--- config.mk ---
export PLATFORM = sky130hd
export DESIGN_NAME = prime_filter_stream
export DESIGN_NICKNAME = d
export VERILOG_FILES = /design/src/rtl/pfs_pkg.sv /design/src/rtl/pfs_fifo.sv /design/src/rtl/pfs_front.sv /design/src/rtl/pfs_rem.sv /design/src/rtl/pfs_back.sv /design/src/rtl/prime_filter_stream.sv
export SDC_FILE = /design/constraint.sdc
export NUM_CORES = 1
export LEC_CHECK = 0
export BUFFER_PORTS_ARGS = -buffer_cell sky130_fd_sc_hd__buf_2
export CORE_MARGIN = 1
export CORE_UTILIZATION = 35
export CTS_BUF_LIST = sky130_fd_sc_hd__clkbuf_4
export DETAILED_ROUTE_END_ITERATION = 8
export PLACE_DENSITY = 0.48
export SYNTH_ARGS = -nofsm -noshare
export SYNTH_HDL_FRONTEND = slang
export SYNTH_SLANG_ARGS = --single-unit
export TNS_END_PERCENT = 5
--- constraint.sdc ---
create_clock -name clk -period 4.1 [get_ports clk]
set_input_delay 0 -clock clk [delete_from_list [all_inputs] [get_ports clk]]
set_output_delay 0 -clock clk [all_outputs]
set_load 0.005 [all_outputs]
--- src/rtl/pfs_pkg.sv ---
`timescale 1ns / 1ps

package pfs_pkg;

  localparam int unsigned PORT_VAL_W = 8;
  localparam int unsigned PORT_CNT_W = 8;

  // Verdict the front can give without any division.
  localparam logic [1:0] CLS_NOT   = 2'd0;
  localparam logic [1:0] CLS_PRIME = 2'd1;
  localparam logic [1:0] CLS_TRIAL = 2'd2;

  typedef struct packed {
    logic [PORT_VAL_W-1:0] value;
    logic                  last_item;
    logic [1:0]            cls;
  } pfs_item_t;

  typedef struct packed {
    logic [PORT_VAL_W-1:0] passed_value;
    logic                  is_prime;
    logic [PORT_CNT_W-1:0] primes_so_far;
    logic                  last_out;
  } pfs_res_t;

endpackage

--- src/rtl/pfs_fifo.sv ---
`timescale 1ns / 1ps

module pfs_fifo #(
  parameter int unsigned W     = 8,
  parameter int unsigned DEPTH = 2
) (
  input  logic         clk,
  input  logic         rst_n,
  input  logic         push,
  input  logic [W-1:0] wdata,
  output logic         full,
  input  logic         pop,
  output logic [W-1:0] rdata,
  output logic         empty
);

  localparam int unsigned PW = (DEPTH > 1) ? $clog2(DEPTH) : 1;
  localparam int unsigned CW = $clog2(DEPTH + 1);

  logic [W-1:0]  mem_r [DEPTH];
  logic [PW-1:0] wptr_r, wptr_nxt;
  logic [PW-1:0] rptr_r, rptr_nxt;
  logic [CW-1:0] cnt_r, cnt_nxt;
  logic          do_wr, do_rd;

  assign full  = (cnt_r == CW'(DEPTH));
  assign empty = (cnt_r == '0);
  assign do_wr = push && !full;
  assign do_rd = pop && !empty;
  assign rdata = mem_r[rptr_r];

  always_comb begin
    wptr_nxt = wptr_r;
    rptr_nxt = rptr_r;
    cnt_nxt  = cnt_r;
    if (do_wr) begin
      wptr_nxt = (wptr_r == PW'(DEPTH - 1)) ? '0 : wptr_r + PW'(1);
    end
    if (do_rd) begin
      rptr_nxt = (rptr_r == PW'(DEPTH - 1)) ? '0 : rptr_r + PW'(1);
    end
    if (do_wr && !do_rd) begin
      cnt_nxt = cnt_r + CW'(1);
    end else if (do_rd && !do_wr) begin
      cnt_nxt = cnt_r - CW'(1);
    end
  end

  always_ff @(posedge clk) begin
    if (!rst_n) begin
      wptr_r <= '0;
      rptr_r <= '0;
      cnt_r  <= '0;
    end else begin
      wptr_r <= wptr_nxt;
      rptr_r <= rptr_nxt;
      cnt_r  <= cnt_nxt;
    end
  end

  always_ff @(posedge clk) begin
    if (do_wr) begin
      mem_r[wptr_r] <= wdata;
    end
  end

endmodule

--- src/rtl/pfs_front.sv ---
`timescale 1ns / 1ps

module pfs_front
  import pfs_pkg::*;
#(
  parameter int unsigned EW = 8
) (
  input  logic                  clk,
  input  logic                  rst_n,
  input  logic                  push,
  input  logic [PORT_VAL_W-1:0] value,
  input  logic                  last_item,
  output logic                  full,
  input  logic                  pop,
  output pfs_item_t             item,
  output logic                  empty
);

  localparam logic [PORT_VAL_W-1:0] MASK = PORT_VAL_W'((9'd1 << EW) - 9'd1);

  logic [PORT_VAL_W-1:0]       val_m;
  pfs_item_t                   cls_item;
  logic [$bits(pfs_item_t)-1:0] rd_bits;

  assign val_m = value & MASK;

  // Small values and even values are settled here; only odd values of five
  // and up need trial division.
  always_comb begin
    cls_item.value     = val_m;
    cls_item.last_item = last_item;
    priority if (val_m < PORT_VAL_W'(2)) begin
      cls_item.cls = CLS_NOT;
    end else if (val_m < PORT_VAL_W'(4)) begin
      cls_item.cls = CLS_PRIME;
    end else if (!val_m[0]) begin
      cls_item.cls = CLS_NOT;
    end else begin
      cls_item.cls = CLS_TRIAL;
    end
  end

  pfs_fifo #(
    .W     ($bits(pfs_item_t)),
    .DEPTH (2)
  ) u_queue (
    .clk   (clk),
    .rst_n (rst_n),
    .push  (push),
    .wdata (cls_item),
    .full  (full),
    .pop   (pop),
    .rdata (rd_bits),
    .empty (empty)
  );

  assign item = pfs_item_t'(rd_bits);

endmodule

--- src/rtl/pfs_rem.sv ---
`timescale 1ns / 1ps

module pfs_rem #(
  parameter int unsigned W = 8
) (
  input  logic         clk,
  input  logic         rst_n,
  input  logic         start,
  input  logic [W-1:0] dividend,
  input  logic [W-1:0] divisor,
  output logic         done,
  output logic [W-1:0] rem
);

  localparam int unsigned CW = $clog2(W + 1);

  logic [W:0]    rem_r, rem_nxt;
  logic [W-1:0]  shf_r;
  logic [W-1:0]  div_r;
  logic [CW-1:0] cnt_r;
  logic          busy_r;
  logic          done_r;
  logic [W:0]    trial;

  // Restoring division, one dividend bit per cycle, keeping only the remainder.
  always_comb begin
    trial   = {rem_r[W-1:0], shf_r[W-1]};
    rem_nxt = (trial >= {1'b0, div_r}) ? trial - {1'b0, div_r} : trial;
  end

  always_ff @(posedge clk) begin
    if (!rst_n) begin
      busy_r <= 1'b0;
      done_r <= 1'b0;
      cnt_r  <= '0;
    end else begin
      done_r <= 1'b0;
      if (start) begin
        busy_r <= 1'b1;
        cnt_r  <= CW'(W);
      end else if (busy_r) begin
        cnt_r <= cnt_r - CW'(1);
        if (cnt_r == CW'(1)) begin
          busy_r <= 1'b0;
          done_r <= 1'b1;
        end
      end
    end
  end

  always_ff @(posedge clk) begin
    if (start) begin
      rem_r <= '0;
      shf_r <= dividend;
      div_r <= divisor;
    end else if (busy_r) begin
      rem_r <= rem_nxt;
      shf_r <= shf_r << 1;
    end
  end

  assign done = done_r;
  assign rem  = rem_r[W-1:0];

endmodule

--- src/rtl/pfs_back.sv ---
`timescale 1ns / 1ps

module pfs_back
  import pfs_pkg::*;
#(
  parameter int unsigned EW        = 8,
  parameter int unsigned MAX_ITEMS = 128
) (
  input  logic      clk,
  input  logic      rst_n,
  input  pfs_item_t item,
  input  logic      q_empty,
  output logic      q_pop,
  output pfs_res_t  res,
  output logic      res_push,
  input  logic      res_full
);

  localparam int unsigned CW = $clog2(MAX_ITEMS + 1);
  localparam int unsigned SW = 2 * EW;

  localparam logic [1:0] S_IDLE = 2'd0;
  localparam logic [1:0] S_TEST = 2'd1;
  localparam logic [1:0] S_DIV  = 2'd2;
  localparam logic [1:0] S_EMIT = 2'd3;

  logic [1:0]      state_r, state_nxt;
  pfs_item_t       item_r;
  logic [EW-1:0]   d_r, d_nxt;
  logic [SW-1:0]   sq_r, sq_nxt;
  logic            prime_r, prime_nxt;
  logic [CW-1:0]   cnt_r, cnt_nxt, cnt_upd;
  logic            rem_start;
  logic            rem_done;
  logic [EW-1:0]   rem_val;
  logic [EW-1:0]   v;
  logic [CW+PORT_VAL_W-1:0] cnt_ext;
  logic [EW+PORT_VAL_W-1:0] val_ext;

  assign v = item_r.value[EW-1:0];

  pfs_rem #(
    .W (EW)
  ) u_rem (
    .clk      (clk),
    .rst_n    (rst_n),
    .start    (rem_start),
    .dividend (v),
    .divisor  (d_r),
    .done     (rem_done),
    .rem      (rem_val)
  );

  assign cnt_upd = (prime_r && (cnt_r < CW'(MAX_ITEMS))) ? cnt_r + CW'(1) : cnt_r;
  assign cnt_ext = {{PORT_VAL_W{1'b0}}, cnt_upd};
  assign val_ext = {{PORT_VAL_W{1'b0}}, v};

  assign q_pop    = (state_r == S_IDLE) && !q_empty;
  assign res_push = (state_r == S_EMIT);

  always_comb begin
    res.passed_value  = val_ext[PORT_VAL_W-1:0];
    res.is_prime      = prime_r;
    res.primes_so_far = cnt_ext[PORT_CNT_W-1:0];
    res.last_out      = item_r.last_item;
  end

  // Odd divisors only, from three while d*d <= v; the square is stepped
  // along with the divisor: (d+2)^2 = d^2 + 4d + 4.
  always_comb begin
    state_nxt = state_r;
    d_nxt     = d_r;
    sq_nxt    = sq_r;
    prime_nxt = prime_r;
    cnt_nxt   = cnt_r;
    rem_start = 1'b0;
    unique case (state_r)
      S_IDLE: begin
        if (!q_empty) begin
          d_nxt  = EW'(3);
          sq_nxt = SW'(9);
          if (item.cls == CLS_TRIAL) begin
            state_nxt = S_TEST;
          end else begin
            prime_nxt = (item.cls == CLS_PRIME);
            state_nxt = S_EMIT;
          end
        end
      end
      S_TEST: begin
        if (sq_r > SW'(v)) begin
          prime_nxt = 1'b1;
          state_nxt = S_EMIT;
        end else begin
          rem_start = 1'b1;
          state_nxt = S_DIV;
        end
      end
      S_DIV: begin
        if (rem_done) begin
          if (rem_val == '0) begin
            prime_nxt = 1'b0;
            state_nxt = S_EMIT;
          end else begin
            d_nxt     = d_r + EW'(2);
            sq_nxt    = sq_r + SW'({d_r, 2'b00}) + SW'(4);
            state_nxt = S_TEST;
          end
        end
      end
      S_EMIT: begin
        if (!res_full) begin
          cnt_nxt   = item_r.last_item ? '0 : cnt_upd;
          state_nxt = S_IDLE;
        end
      end
      default: begin
        state_nxt = S_IDLE;
      end
    endcase
  end

  always_ff @(posedge clk) begin
    if (!rst_n) begin
      state_r <= S_IDLE;
      cnt_r   <= '0;
    end else begin
      state_r <= state_nxt;
      cnt_r   <= cnt_nxt;
    end
  end

  always_ff @(posedge clk) begin
    d_r     <= d_nxt;
    sq_r    <= sq_nxt;
    prime_r <= prime_nxt;
    if (q_pop) begin
      item_r <= item;
    end
  end

endmodule

--- src/rtl/prime_filter_stream.sv ---
`timescale 1ns / 1ps
// Channel   Direction  Handshake        Payload
// in_       request    in_push/in_full  in_value[7:0], in_last_item
// out_      result     out_pop/out_empty out_passed_value[7:0], out_is_prime,
//                                        out_primes_so_far[7:0], out_last_out
//
// Values below four and even values are settled in the front without division.
// Odd values take one remainder run for each odd trial divisor up to the square
// root, on the bit-serial remainder unit; 8-bit values need at most seven divisions.
// Reset is synchronous and empties both queues and clears the prime count.
// With pop stalled, the input stalls once both two-entry queues and the back are full.

module prime_filter_stream
  import pfs_pkg::*;
#(
  parameter int unsigned VALUE_BITS = 8,
  parameter int unsigned MAX_ITEMS  = 128
) (
  input  logic                  clk,
  input  logic                  rst_n,
  input  logic                  in_push,
  output logic                  in_full,
  input  logic [PORT_VAL_W-1:0] in_value,
  input  logic                  in_last_item,
  input  logic                  out_pop,
  output logic                  out_empty,
  output logic [PORT_VAL_W-1:0] out_passed_value,
  output logic                  out_is_prime,
  output logic [PORT_CNT_W-1:0] out_primes_so_far,
  output logic                  out_last_out
);

  // Only the low bits that the port carries can matter.
  localparam int unsigned EW = (VALUE_BITS < PORT_VAL_W) ? VALUE_BITS : PORT_VAL_W;

  pfs_item_t q_item;
  logic      q_empty;
  logic      q_pop;
  pfs_res_t  res;
  logic      res_push;
  logic      res_full;
  logic [$bits(pfs_res_t)-1:0] out_bits;
  pfs_res_t  out_res;

  pfs_front #(
    .EW (EW)
  ) u_front (
    .clk       (clk),
    .rst_n     (rst_n),
    .push      (in_push),
    .value     (in_value),
    .last_item (in_last_item),
    .full      (in_full),
    .pop       (q_pop),
    .item      (q_item),
    .empty     (q_empty)
  );

  pfs_back #(
    .EW        (EW),
    .MAX_ITEMS (MAX_ITEMS)
  ) u_back (
    .clk      (clk),
    .rst_n    (rst_n),
    .item     (q_item),
    .q_empty  (q_empty),
    .q_pop    (q_pop),
    .res      (res),
    .res_push (res_push),
    .res_full (res_full)
  );

  pfs_fifo #(
    .W     ($bits(pfs_res_t)),
    .DEPTH (2)
  ) u_out_q (
    .clk   (clk),
    .rst_n (rst_n),
    .push  (res_push),
    .wdata (res),
    .full  (res_full),
    .pop   (out_pop),
    .rdata (out_bits),
    .empty (out_empty)
  );

  assign out_res           = pfs_res_t'(out_bits);
  assign out_passed_value  = out_res.passed_value;
  assign out_is_prime      = out_res.is_prime;
  assign out_primes_so_far = out_res.primes_so_far;
  assign out_last_out      = out_res.last_out;

endmodule

# --- Word level (Yosys, flattened, before mapping) ---
# Memory sizes are Yosys's and may differ from the RTL's. A register that Yosys moved wholly into a read port is not among the register bits.
# Cells that the tools add are included.
classes:
  n_lt_le_gt_ge: 5
  reduce_logical: 33
  n_bitwise: 3
  n_mux: 53
  eq_ne: 15
  addsub: 14
ops:
  columns: ["operator", "n"]
  rows:
  - ["$mux 8", 8]
  - ["$mux 16", 3]
  - ["$pmux 16 s2", 1]
  - ["$mux 1", 24]
  - ["$mux 2", 12]
  - ["$add 16x10->16", 1]
  - ["$add 16x3->16 const B", 1]
  - ["$gt 16x8->1", 1]
  - ["$pmux 8 s2", 1]
  - ["$eq 2x2->1 const B", 5]
  - ["$logic_and 1x1->1", 10]
  - ["$ne 2x2->1 const B", 5]
  - ["$ge 9x8->1", 1]
  - ["$add 8x1->8 const B", 1]
  - ["$add 8x2->8 const B", 1]
  - ["$logic_not 1->1", 8]
  - ["$logic_not 8->1", 1]
  - ["$lt 8x2->1 const B", 1]
  - ["$lt 8x3->1 const B", 1]
  - ["$lt 8x8->1 const B", 1]
  - ["$mux 4", 2]
  - ["$pmux 2 s4", 1]
  - ["$reduce_bool 2->1", 4]
  - ["$sub 8x8->8", 1]
  - ["other kinds (17)", 28]
word_totals:
  output_inout_bits: 20
  in_bits: 13
  n_memories: 2
  ram_bits: 58
  ff_bits: 82
mem_list:
  columns: ["memory", "depth", "width", "rd", "rd_clocked_by_memory_dff", "wr", "line_no", "rtl"]
  rows:
  - ["u_out_q.mem_r", 2, 18, 1, 1, 1, "pfs_fifo.sv:20", "logic [W-1:0] mem_r [DEPTH];"]
  - ["u_front.u_queue.mem_r", 2, 11, 1, 1, 1, "pfs_fifo.sv:20", null]

# --- Longest topological paths before layout ---
# Gate-level depths: netlist of run 1.
depth:
  ltp_word: 7
  depth_mapped: 9
  mapped_depth_nobuf: 8

# --- Modules after synthesis ---
# From an unflattened synthesis of run 1, not the netlist that was laid out.
unflattened:
  cells_unflattened: 542
  area_unflattened_um2: 6697.7
modules_own_cells:
  columns: ["mod", "instances", "cells_each", "area_per_inst_um2"]
  rows:
  - ["pfs_back", 1, 235, 2459.9]
  - ["pfs_rem", 1, 163, 1654.1]
  - ["pfs_fifo (u_out_q)", 1, 81, 1530.2]
  - ["pfs_fifo (u_front.u_queue)", 1, 59, 1023.5]
  - ["pfs_front", 1, 4, 30.0]

# --- Worst setup path after synthesis of run 1 ---
# Ideal clock, no wire load.
synth_timing:
  kind: "register to register"
  startpoint: "reg u_back.state_r[0]"
  endpoint: "reg u_back.d_r[1] (enable)"
  path_stages_with_launch: 6
  arrival_time_ns: 2.446
  path_slack_ns: 1.227
  cell_sequence: "dfxtp_1 -> inv_1 -> ha_1 -> inv_1 -> o2bb2ai_1 -> nor3b_1"
synth_via:
  elab_chain_len: 3
synth_rtl:
  columns: ["item", "line_no", "rtl"]
  rows:
  - ["start, declared", "pfs_back.sv:27", "logic [1:0] state_r, state_nxt;"]
  - ["start signal, assigned", "pfs_back.sv:128", "state_r <= state_nxt;"]
  - ["$eq 2x2->1 or $logic_not 2->1 (tied branches)", "pfs_back.sv:77", "unique case (state_r)"]
  - ["$ne 2x2->1 (no line) or $reduce_bool 2->1 (tied branches)", null, null]
  - ["$reduce_and 4->1 (no line) *", null, null]
  - ["end signal, assigned", "pfs_back.sv:134", "d_r <= d_nxt;"]
  - ["end, declared", "pfs_back.sv:29", "logic [EW-1:0] d_r, d_nxt;"]
# Every way passes the cells marked *; elsewhere a longest branch is shown, timed or not.
# A chain may end at the register's enable or synchronous reset.

# --- Worst setup path after layout of run 1 ---
layout_timing:
  startpoint: "reg u_back.d_r[1]"
  endpoint: "reg u_back.sq_r[13] (data pin)"
layout_via:
  elab_chain_len: 5
layout_rtl:
  columns: ["item", "line_no", "rtl"]
  rows:
  - ["$add 16x10->16", "pfs_back.sv:106", "sq_nxt = sq_r + SW'({d_r, 2'b00}) + SW'(4);"]
  - ["$add 16x3->16", "pfs_back.sv:106", null]
  - ["$mux 16", "pfs_back.sv:101", "if (rem_val == '0) begin"]
  - ["$mux 16", "pfs_back.sv:100", "if (rem_done) begin"]
  - ["$pmux 16 s2", "pfs_back.sv:77", null]
  - ["end signal, assigned", "pfs_back.sv:135", "sq_r <= sq_nxt;"]
  - ["end, declared", "pfs_back.sv:30", "logic [SW-1:0] sq_r, sq_nxt;"]
# Every way passes these cells. The select of a mux whose other input is x is not followed.

==> results of run 1 <==
final cells by class:
| cell class | instances | area (sq um) |
|---|---|---|
| Timing Repair Buffer | 49 | 320.3 |
| Sequential cell | 137 | 3774 |
| Tap cell | 260 | 325.3 |
| Inverter | 32 | 120.1 |
| Clock buffer | 18 | 135.1 |
| Antenna cell | 1 | 2.502 |
| Fill cell | 1774 | 11260 |
| Clock inverter | 14 | 121.4 |
| Multi-Input combinational cell | 353 | 2768 |
state kept, by name, indices dropped and copies added (netlist names), 2 cells and up, named ones only:
signal / count
u_back.u_rem.shf_r: 8
u_back.state_r: 2
u_back.d_r: 7
u_back.u_rem.cnt_r: 4
u_front.u_queue.cnt_r: 2
u_back.u_rem.div_r: 7
u_back.u_rem.rem_r: 8
u_out_q.mem_r: 36
u_back.sq_r: 13
u_front.u_queue.mem_r: 22
u_back.v: 8
u_back.cnt_r: 8
u_out_q.cnt_r: 2
report_power, final:
part | switching (mW) | leakage (nW) | total (mW) | internal [mW]
clock | 0.518 | 0.131 | 0.828 | 0.310
sequential | 0.298 | 1.24 | 2.19 | 1.89
combinational | 1.05 | 1.46 | 1.93 | 0.878
worst max-delay path, delay by kind of cell (launching register included):
kind | cells | cell delay, ps
compound gates | 4 | 960
simple gates | 1 | 180
flops | 1 | 470
fa+ha+maj | 2 | 890
layer usage:
layer | wire, um | global-route usage | share of wire | vias up
met5 | 0 | 0 | 0 | -
met4 | 110 | 0.04348 | 0.0087 | 0
met3 | 390 | 0.03804 | 0.031 | 7
met2 | 5725 | 0.2108 | 0.45 | 74
met1 | 6383 | 0.1819 | 0.51 | 2026
li1 | - | - | - | 2113
path summary, 6_finish.rpt:
path | slack, ps | startpoint | depth (start not counted) | end
setup / recovery | 1370 | u_back.d_r[1] | 7 | u_back.sq_r[13]
setup reg to reg | 1370 | u_back.d_r[1] | 7 | u_back.sq_r[13]
hold / removal | 210 | in_last_item | 2 | u_front.u_queue.mem_r[1][2]
hold reg to reg | 520 | u_back.u_rem.rem_r[2] | 2 | u_back.u_rem.rem_r[2]
kinds of logic (layout without fill, tap and decap cells):
group           after synthesis  count (layout)  share of synthesized area
xor+xnor                     26              26                    0.03371
other cells                   0               1                          0
compound gates              101             101                     0.1080
simple gates                141             141                     0.1156
flops                       137             137                     0.5586
mux                          45              45                    0.07538
fa+ha+maj                    40              40                    0.07631
buf+inv                      48             113                    0.03241
placed cells by master, fill, tap and decap left out, types with 6 or more instances in the layout:
| cell type | n |
|---|---|
| buf_2 | 32 |
| nand2_1 | 18 |
| a211oi_1 | 10 |
| inv_1 | 32 |
| nor2_1 | 38 |
| and3_1 | 10 |
| nand4_1 | 7 |
| mux2_2 | 35 |
| o21a_1 | 6 |
| dfxtp_1 | 34 |
| xor2_1 | 11 |
| a21o_1 | 9 |
| clkbuf_4 | 18 |
| and2_1 | 11 |
| edfxtp_1 | 103 |
| a22oi_1 | 6 |
| mux2i_1 | 7 |
| xnor2_1 | 15 |
| o21ai_0 | 17 |
| a21boi_0 | 8 |
| a21oi_1 | 18 |
| nand3_1 | 9 |
| ha_1 | 38 |
| dlygate4sd3_1 | 13 |
| nor2b_1 | 8 |
stage by stage:
| step | worst slack [ps] | area (sq um) |
|---|---|---|
| after floorplan | 1227 | 6755 |
| after global placement | 1456 | 7177 |
| after CTS | 1352 | 7564 |
| after detailed placement | 1358 | 7177 |
| final | 1366 | 7566 |
| after global routing | 1185 | 7566 |
==> out/metrics.cfg, run 1 <==
[run_status]
outcome=finished, final reports clean

[setup_path]
path_max_fanout=5
end_kind=register
worstPathCellList=ha_1 > fa_1 > a211oi_2 > o21bai_2 > a2111oi_2 > or4_1 > a21oi_1
arrival_ps=3000
critical_path.max_stage_delay_ps=520
crit_slowest_cell=a2111oi_2
crit_type=reg -> reg
cp-start-kind=register
cp.required_ps=4360

[placed_design]
dp.cells=818
port-buffer-count=32
place.gp.congestion=0.8059
dpl.hpwl_um=8775

[detailed_routing]
firstDrtPassIters=5
routed_wl_um=12610
ant_nets=0
drt-initial-drc-count=248
drc_errors=0
num_vias=4220
wl_per_cell_um=14.59
avgViaCountPerCell=4.884

[synthesis]
ys_seq_elements=137
synth_ff_type=edfxtp_1
synth_cell_types=64
yosys.area.top_type=edfxtp_1
syn_inst=538
synth_commonest_cells=edfxtp_1, ha_1, nor2_1
yosys_warnings=0
synth_fp_nets=591
yosys.cell_count.top_type=edfxtp_1
ys_seq_area_frac=0.5586
syn-cell-area_sq_um=6755
yosys.area.top_type_share=0.4579
async_flop_share=0
synth_edf_count=103
avgSynthCellArea_sq_um=12.56
synth.area.top_cells=edfxtp_1, dfxtp_1, ha_1, mux2_2, nor2_1

[sta]
max_clock_freq_ghz=0.3657
slew-limit-headroom=0.3225
fin_setup_tns_ps=0
drv_slew=0
whs_ps=206.7
worst_slew_pin_slew_ps=1012
fin_crit_ps=2734
min_period_over_period=0.6669
setup_violations=0
rsz0062_at_grt=false
skew_ps=14.07
finalHoldViolCount=0

[floorplanning]
die_h_um=140.9
core_area_sq_um=18830
design.die.area_sq_um=19860
die_w_um=140.9
start_util=0.3587
rows=50
ioPinCount=33

[cts]
hold_buffers=13
ctsResizeCount=0
numCtsBuffers=17
clkSinkCount=137
postCtsSetupRepairBufs=0
clkTransAtPathRegs_ps=120
clk_path_buf_depth=2
clock_latency_ps=520
htreeDepth=4
cts_tree=done
cts-root-buf=clkbuf_4

[global_route]
grt_pass1_vias=4060
track_usage=0.1354
grt_antenna_before_repair=1
grt_pass1_wl_um=20570
globalRouteOverflowTotal=0
grt_max_degree=31

[power]
max-vdd-ir-drop_mv=0.3232
leakagePower_nw=2.825
power_density_nw_per_um2=653.4
total_power_mw=4.944

[worst_hold_path]
hp-class=in -> reg

[flow_run]
maxCapViolations=0

[finish]
drive_gt1_frac=0.1990
layoutNonFillerInstCount=864
area_growth_pct=12.00
layout.nets=643
final_core_util=0.4018

No activity file was read; power rests on OpenSTA's default activity.
==> run 2, diff against run 1 <==
--- a/config.mk
+++ b/config.mk
@@ -10,7 +10,7 @@
 export CORE_UTILIZATION = 35
 export CTS_BUF_LIST = sky130_fd_sc_hd__clkbuf_4
 export DETAILED_ROUTE_END_ITERATION = 8
-export PLACE_DENSITY = 0.48
+export PLACE_DENSITY = 0.5
 export SYNTH_ARGS = -nofsm -noshare
 export SYNTH_HDL_FRONTEND = slang
 export SYNTH_SLANG_ARGS = --single-unit
==> constraint.sdc (replaced) <==
create_clock -name clk -period 2.4 [get_ports clk]
set_input_delay 0 -clock clk [delete_from_list [all_inputs] [get_ports clk]]
set_output_delay 0 -clock clk [all_outputs]
set_load 0.005 [all_outputs]
==> out/metrics.cfg, run 2 (same netlist as run 1, synthesis figures left out) <==
[setup_path]
cp-start-kind=register  ; unchanged
crit_type=reg -> reg  ; unchanged
critical_path.max_stage_delay_ps=450  ; was 520 ps
arrival_ps=2720  ; was 3000 ps
worstPathCellList=ha_4 > fa_2 > a211oi_2 > o21bai_2 > a2111o_1 > a21o_1 > and3_1  ; was ha_1 > fa_1 > a211oi_2 > o21bai_2 > a2111oi_2 > or4_1 > a21oi_1
crit_slowest_cell=edfxtp_1  ; was a2111oi_2
path_buf_inv=0  ; unchanged
end_kind=register  ; unchanged
cp.required_ps=2710  ; was 4360 ps
path_delay_family=compound AO/OA/AOI/OAI gates  ; unchanged
path_max_fanout=3  ; was 5

[finish]
drive_gt1_frac=0.2578  ; was 0.1990
largest_reg_flops=36  ; unchanged
layoutNonFillerInstCount=901  ; was 864
final_cell_mix=edfxtp_1, buf_4, nor2_1  ; was edfxtp_1, nor2_1, ha_1
layout.nets=680  ; was 643
mostFrequentLayoutCell=edfxtp_1  ; unchanged
area_growth_pct=18.52  ; was 12.00%
final_core_util=0.4252  ; was 0.4018
top_regs=u_out_q.mem_r (36), u_front.u_queue.mem_r (22), u_back.sq_r (13)  ; unchanged
top_register=u_out_q.mem_r  ; unchanged

[sta]
slew-limit-headroom=0.6034  ; was 0.3225
worst_slew_pin_slew_ps=592.8  ; was 1012 ps
rsz0062_at_grt=true  ; was false
fin_ws_ps=-6.978  ; was 1366 ps
max_clock_freq_ghz=0.4155  ; was 0.3657 GHz
skew_ps=23.56  ; was 14.07 ps
fin_crit_ps=2407  ; was 2734 ps
finalHoldViolCount=0  ; unchanged
drv_slew=0  ; unchanged
min_period_over_period=1.003  ; was 0.6669
setup_violations=1  ; was 0

[power]
leakagePower_nw=3.064  ; was 2.825 nW
power_density_nw_per_um2=1166  ; was 653.4 nW/um^2
max-vdd-ir-drop_mv=0.4760  ; was 0.3232 mV
total_power_mw=9.337  ; was 4.944 mW

[cts]
numCtsBuffers=17  ; unchanged
clkTransAtPathRegs_ps=120  ; about the same
htreeDepth=4  ; unchanged
clk_path_buf_depth=2  ; unchanged
cts-root-buf=clkbuf_4  ; unchanged
clkSinkCount=137  ; unchanged
cts_tree=done  ; unchanged
clock_latency_ps=550  ; was 520 ps

[floorplanning]
rows=50  ; unchanged
core_area_sq_um=18830  ; unchanged
die_w_um=140.9  ; unchanged
start_util=0.3587  ; unchanged
ioPinCount=33  ; unchanged
design.die.area_sq_um=19860  ; unchanged
die_h_um=140.9  ; unchanged

[detailed_routing]
drc_errors=0  ; unchanged
avgViaCountPerCell=4.892  ; was 4.884
drt-initial-drc-count=231  ; was 248
ant_nets=0  ; unchanged
firstDrtPassIters=4  ; was 5
routed_wl_um=13330  ; was 12610 um
wl_per_cell_um=14.80  ; was 14.59 um
num_vias=4408  ; was 4220

[global_route]
grt_max_degree=27  ; was 31
globalRouteOverflowTotal=0  ; unchanged
track_usage=0.1437  ; was 0.1354
grt_pass1_vias=4473  ; was 4060
grt_antenna_before_repair=1  ; unchanged
grt_pass1_wl_um=22110  ; was 20570 um

[run_status]
violations=setup timing
outcome=finished with violations  ; was finished, final reports clean

[placed_design]
dpl.hpwl_um=9269  ; was 8775 um
dp.cells=849  ; was 818
port-buffer-count=32  ; unchanged
place.gp.congestion=0.8013  ; was 0.8059

[worst_hold_path]
hp-class=in -> reg  ; unchanged

[flow_run]
maxCapViolations=0  ; unchanged

==> run 2: changes by cell type in the layout (fill, tap and decap cells not counted), moves of 3 or more <==
| cell | before | now |
|---|---|---|
| buf_4 | 4 | 39 |
| ha_1 | 38 | 34 |
| ha_4 | 0 | 4 |
| clkinvlp_4 | 4 | 1 |
| inv_8 | 0 | 3 |
| mux2_2 | 35 | 32 |
| mux2_4 | 3 | 6 |
==> run 2: through the flow <==
step	TNS (ps)	hold slack, ps	area, sq um	setup WS (ps)
final	-6.978	178.7	8006	-6.978
after global routing	-489.2	124.8	8006	-105.1
after CTS	-32.15	137.6	7938	-21.53
after detailed placement	-772.1	195.5	7410	-286.3
after global placement	-532.7	191.8	7410	-179.8
after floorplan	-415.2	98.87	6760	-160.7
==> run 2: what timing repair did <==
| item | in CTS | in global routing |
|---|---|---|
| cloned | 1 | 0 |
| hold endpoints to repair | 48 | 0 |
| buffers inserted | 4 | 1 |
| pin swaps | 8 | 6 |
| endpoints found under the setup margin | 3 | 37 |
| gates resized for setup | 5 | 13 |
| hold buffers | 13 | 0 |
==> run 2: per-layer routing <==
layer,track usage,routed length [um],vias to the layer above
met1,0.1835,6484,2147
met2,0.2378,6289,67
met5,0,0,-
met4,0.04348,146,0
li1,-,-,2182
met3,0.03872,414,12
==> run 2: area by class of cell <==
cell class	instances	area [sq um]
sequential	137	3774
antenna	1	2.502
tap	260	325.3
fill	1790	10820
clock buffer	17	127.6
multi-input combinational	354	2874
timing repair buffer	85	594.3
inverter	32	120.1
clock inverter	15	188.9
==> run 2: worst paths after layout <==
check / start / slack, ps / depth (start not counted) / endpoint
worst max-delay path: u_back.d_r[2] / -7 / 7 / u_back.sq_r[11]
worst max register to register: u_back.d_r[2] / -7 / 7 / u_back.sq_r[11]
worst min register to register: u_back.u_rem.rem_r[2] / 520 / 2 / u_back.u_rem.rem_r[2]
worst min-delay path: in_last_item / 180 / 2 / u_front.u_queue.mem_r[1][2]
==> run 2: worst register-to-register path, cell delays in order, from the launching register on <==
cell      delay [ps]
edfxtp_1         450
ha_4             280
fa_2             370
a211oi_2         240
o21bai_2         130
a2111o_1         390
a21o_1           160
and3_1           150
==> run 2: power breakdown <==
part	internal [mW]	switching, mW	total, mW
Clock	0.748	0.927	1.67
Sequential	3.22	0.416	3.64
Combinational	1.95	2.08	4.03
==> run 3, diff against run 2 <==
--- a/config.mk
+++ b/config.mk
@@ -6,11 +6,13 @@
 export NUM_CORES = 1
 export LEC_CHECK = 0
 export BUFFER_PORTS_ARGS = -buffer_cell sky130_fd_sc_hd__buf_2
+export CELL_PAD_IN_SITES_DETAIL_PLACEMENT = 1
+export CELL_PAD_IN_SITES_GLOBAL_PLACEMENT = 2
 export CORE_MARGIN = 1
 export CORE_UTILIZATION = 35
 export CTS_BUF_LIST = sky130_fd_sc_hd__clkbuf_4
 export DETAILED_ROUTE_END_ITERATION = 8
-export PLACE_DENSITY = 0.5
+export PLACE_DENSITY = 0.67
 export SYNTH_ARGS = -nofsm -noshare
 export SYNTH_HDL_FRONTEND = slang
 export SYNTH_SLANG_ARGS = --single-unit
==> out/metrics.cfg, run 3 (same netlist as run 1, synthesis figures left out) <==
[cts]
htreeDepth=4  ; unchanged
numCtsBuffers=17  ; unchanged
clock_latency_ps=550  ; about the same
clk_path_buf_depth=2  ; unchanged
clkTransAtPathRegs_ps=130  ; was 120 ps
cts-root-buf=clkbuf_4  ; unchanged
cts_tree=done  ; unchanged
clkSinkCount=137  ; unchanged

[detailed_routing]
wl_per_cell_um=16.41  ; was 14.80 um
routed_wl_um=14820  ; was 13330 um
firstDrtPassIters=5  ; was 4
avgViaCountPerCell=4.956  ; was 4.892
num_vias=4475  ; was 4408
drt-initial-drc-count=187  ; was 231
ant_nets=0  ; unchanged
drc_errors=0  ; unchanged

[floorplanning]
ioPinCount=33  ; unchanged
start_util=0.3587  ; unchanged
die_h_um=140.9  ; unchanged
core_area_sq_um=18830  ; unchanged
rows=50  ; unchanged
die_w_um=140.9  ; unchanged
design.die.area_sq_um=19860  ; unchanged

[global_route]
grt_max_degree=27  ; unchanged
grtUsageMet3=0.03295  ; was 0.03872
track_usage=0.1579  ; was 0.1437
grt_util_met2=0.2647  ; was 0.2378
globalRouteMet1Util=0.2012  ; was 0.1835
grt_antenna_before_repair=1  ; unchanged
grt_pass1_vias=4667  ; was 4473
top_usage_layer=met2  ; unchanged
globalRouteOverflowTotal=0  ; unchanged
grt_pass1_wl_um=23940  ; was 22110 um

[setup_path]
cp.required_ps=2720  ; was 2710 ps
crit_type=reg -> reg  ; unchanged
cp-startpoint=u_back.sq_r[3]  ; was u_back.d_r[2]
path_max_fanout=3  ; unchanged
reg2reg_to=u_back.sq_r[11]  ; unchanged
end_kind=register  ; unchanged
r2r_start=u_back.sq_r[3]  ; was u_back.d_r[2]
rrSetupSlack_ps=-70  ; was -7 ps
r2r_cells=7  ; unchanged
arrival_ps=2790  ; was 2720 ps
worstSetupEndpoint=u_back.sq_r[11]  ; unchanged
cp-start-kind=register  ; unchanged

[finish]
drive_gt1_frac=0.2617  ; was 0.2578
multiInputGateArea_sq_um=2890  ; was 2874 sq um
final_cell_mix=edfxtp_1, buf_4, nor2_1  ; unchanged
area_growth_pct=19.04  ; was 18.52%
layout.nets=682  ; was 680
mostFrequentLayoutCell=edfxtp_1  ; unchanged
top_register=u_out_q.mem_r  ; unchanged
largest_reg_flops=36  ; unchanged
fillers=2049  ; was 1790
layoutNonFillerInstCount=903  ; was 901
top_regs=u_out_q.mem_r (36), u_front.u_queue.mem_r (22), u_back.sq_r (13)  ; unchanged
register_area_sq_um=3774  ; unchanged

[power]
max-vdd-ir-drop_mv=0.4018  ; was 0.4760 mV
power_density_nw_per_um2=1207  ; was 1166 nW/um^2
leakagePower_nw=3.080  ; was 3.064 nW

[sta]
fin_crit_ps=2468  ; was 2407 ps
skew_ps=16.80  ; was 23.56 ps
whs_ps=84.35  ; was 178.7 ps
drv_slew=0  ; unchanged
rsz0062_at_grt=true  ; unchanged
fin_ws_ps=-67.72  ; was -6.978 ps
min_period_over_period=1.028  ; was 1.003
worst_slew_pin_slew_ps=643.7  ; was 592.8 ps
setup_violations=10  ; was 1
finalHoldViolCount=0  ; unchanged
fin_setup_tns_ps=-385.8  ; was -6.978 ps
slew-limit-headroom=0.5669  ; was 0.6034
max_clock_freq_ghz=0.4052  ; was 0.4155 GHz

[run_status]
violations=setup timing  ; unchanged
outcome=finished with violations  ; unchanged

[placed_design]
dpl.hpwl_um=10500  ; was 9269 um
dp.cells=851  ; was 849
port-buffer-count=32  ; unchanged
place.gp.congestion=0.7867  ; was 0.8013

[flow_run]
maxCapViolations=0  ; unchanged

[worst_hold_path]
whs_path_depth=4  ; was 2
hp-class=in -> reg  ; unchanged

## run 3: cell types whose count changed in the layout (fill, tap and decap cells not counted), sizes merged
cell and delta:
buf +3, clkbuf +1, clkinv -1, dlygate4sd3 -1
## run 3: power breakdown
part           leakage [nW]  total [mW]  internal [mW]  switching (mW)
clock network         0.171        1.71          0.765           0.944
registers              1.24        3.67           3.22           0.444
logic                  1.67        4.33           2.09            2.24
## run 3: critical path, cell delays in order (launching register included)
cell	delay, ps
edfxtp_1	470
ha_4	280
fa_2	390
a211oi_4	290
o21bai_4	110
a2111o_1	390
a21o_1	160
and3_1	160
## run 3: how the worst min path moves through the flow
stage	start	to	slack, ps
5_1_grt	in_push	u_front.u_queue.mem_r[0][2]	80
3_5_place_dp	in_last_item	u_front.u_queue.mem_r[1][2]	190
2_1_floorplan	in_value[7]	u_front.u_queue.mem_r[0][10]	100
3_3_place_gp	in_last_item	u_front.u_queue.mem_r[0][2]	190
4_1_cts	in_push	u_front.u_queue.mem_r[0][1]	40
6_report	in_push	u_front.u_queue.mem_r[0][2]	80
## run 3: area by class of cell
class,instances,area share
clock inverter,14,0.02334
tap,260,0.04045
multi-input combinational,354,0.3594
antenna,1,0.0003112
clock buffer,18,0.01680
timing repair buffer,87,0.07546
inverter,32,0.01494
sequential,137,0.4693
## run 3: timing repair
item / 4_1_cts / 5_1_grt
hold buffers: 12 / 0
resized for setup: 7 / 14
pin swaps: 8 / 7
buffers inserted: 2 / 4
endpoints found under the hold margin: 48 / 0
cloned: 0 / 1
setup endpoints to repair: 4 / 35
## run 3: layer usage
metal  vias to the layer above  share of wire
li1                       2185              -
met1                      2213           0.47
met2                        63           0.49
met3                        14          0.027
met4                         0          0.013
met5                         -              0
## run 3: per-stage QoR
step | total power [mW] | utilization | setup slack (ps) | cell area (sq um)
global placement | 7.465 | 0.3943 | -184.1 | 7425
floorplan | 6.206 | - | -160.7 | 6760
CTS | 9.542 | 0.4213 | -74.37 | 7933
detailed placement | 7.638 | 0.3943 | -300.0 | 7425
finish | 9.705 | 0.4270 | -67.72 | 8041
global route | 10.41 | 0.4270 | -155.0 | 8041
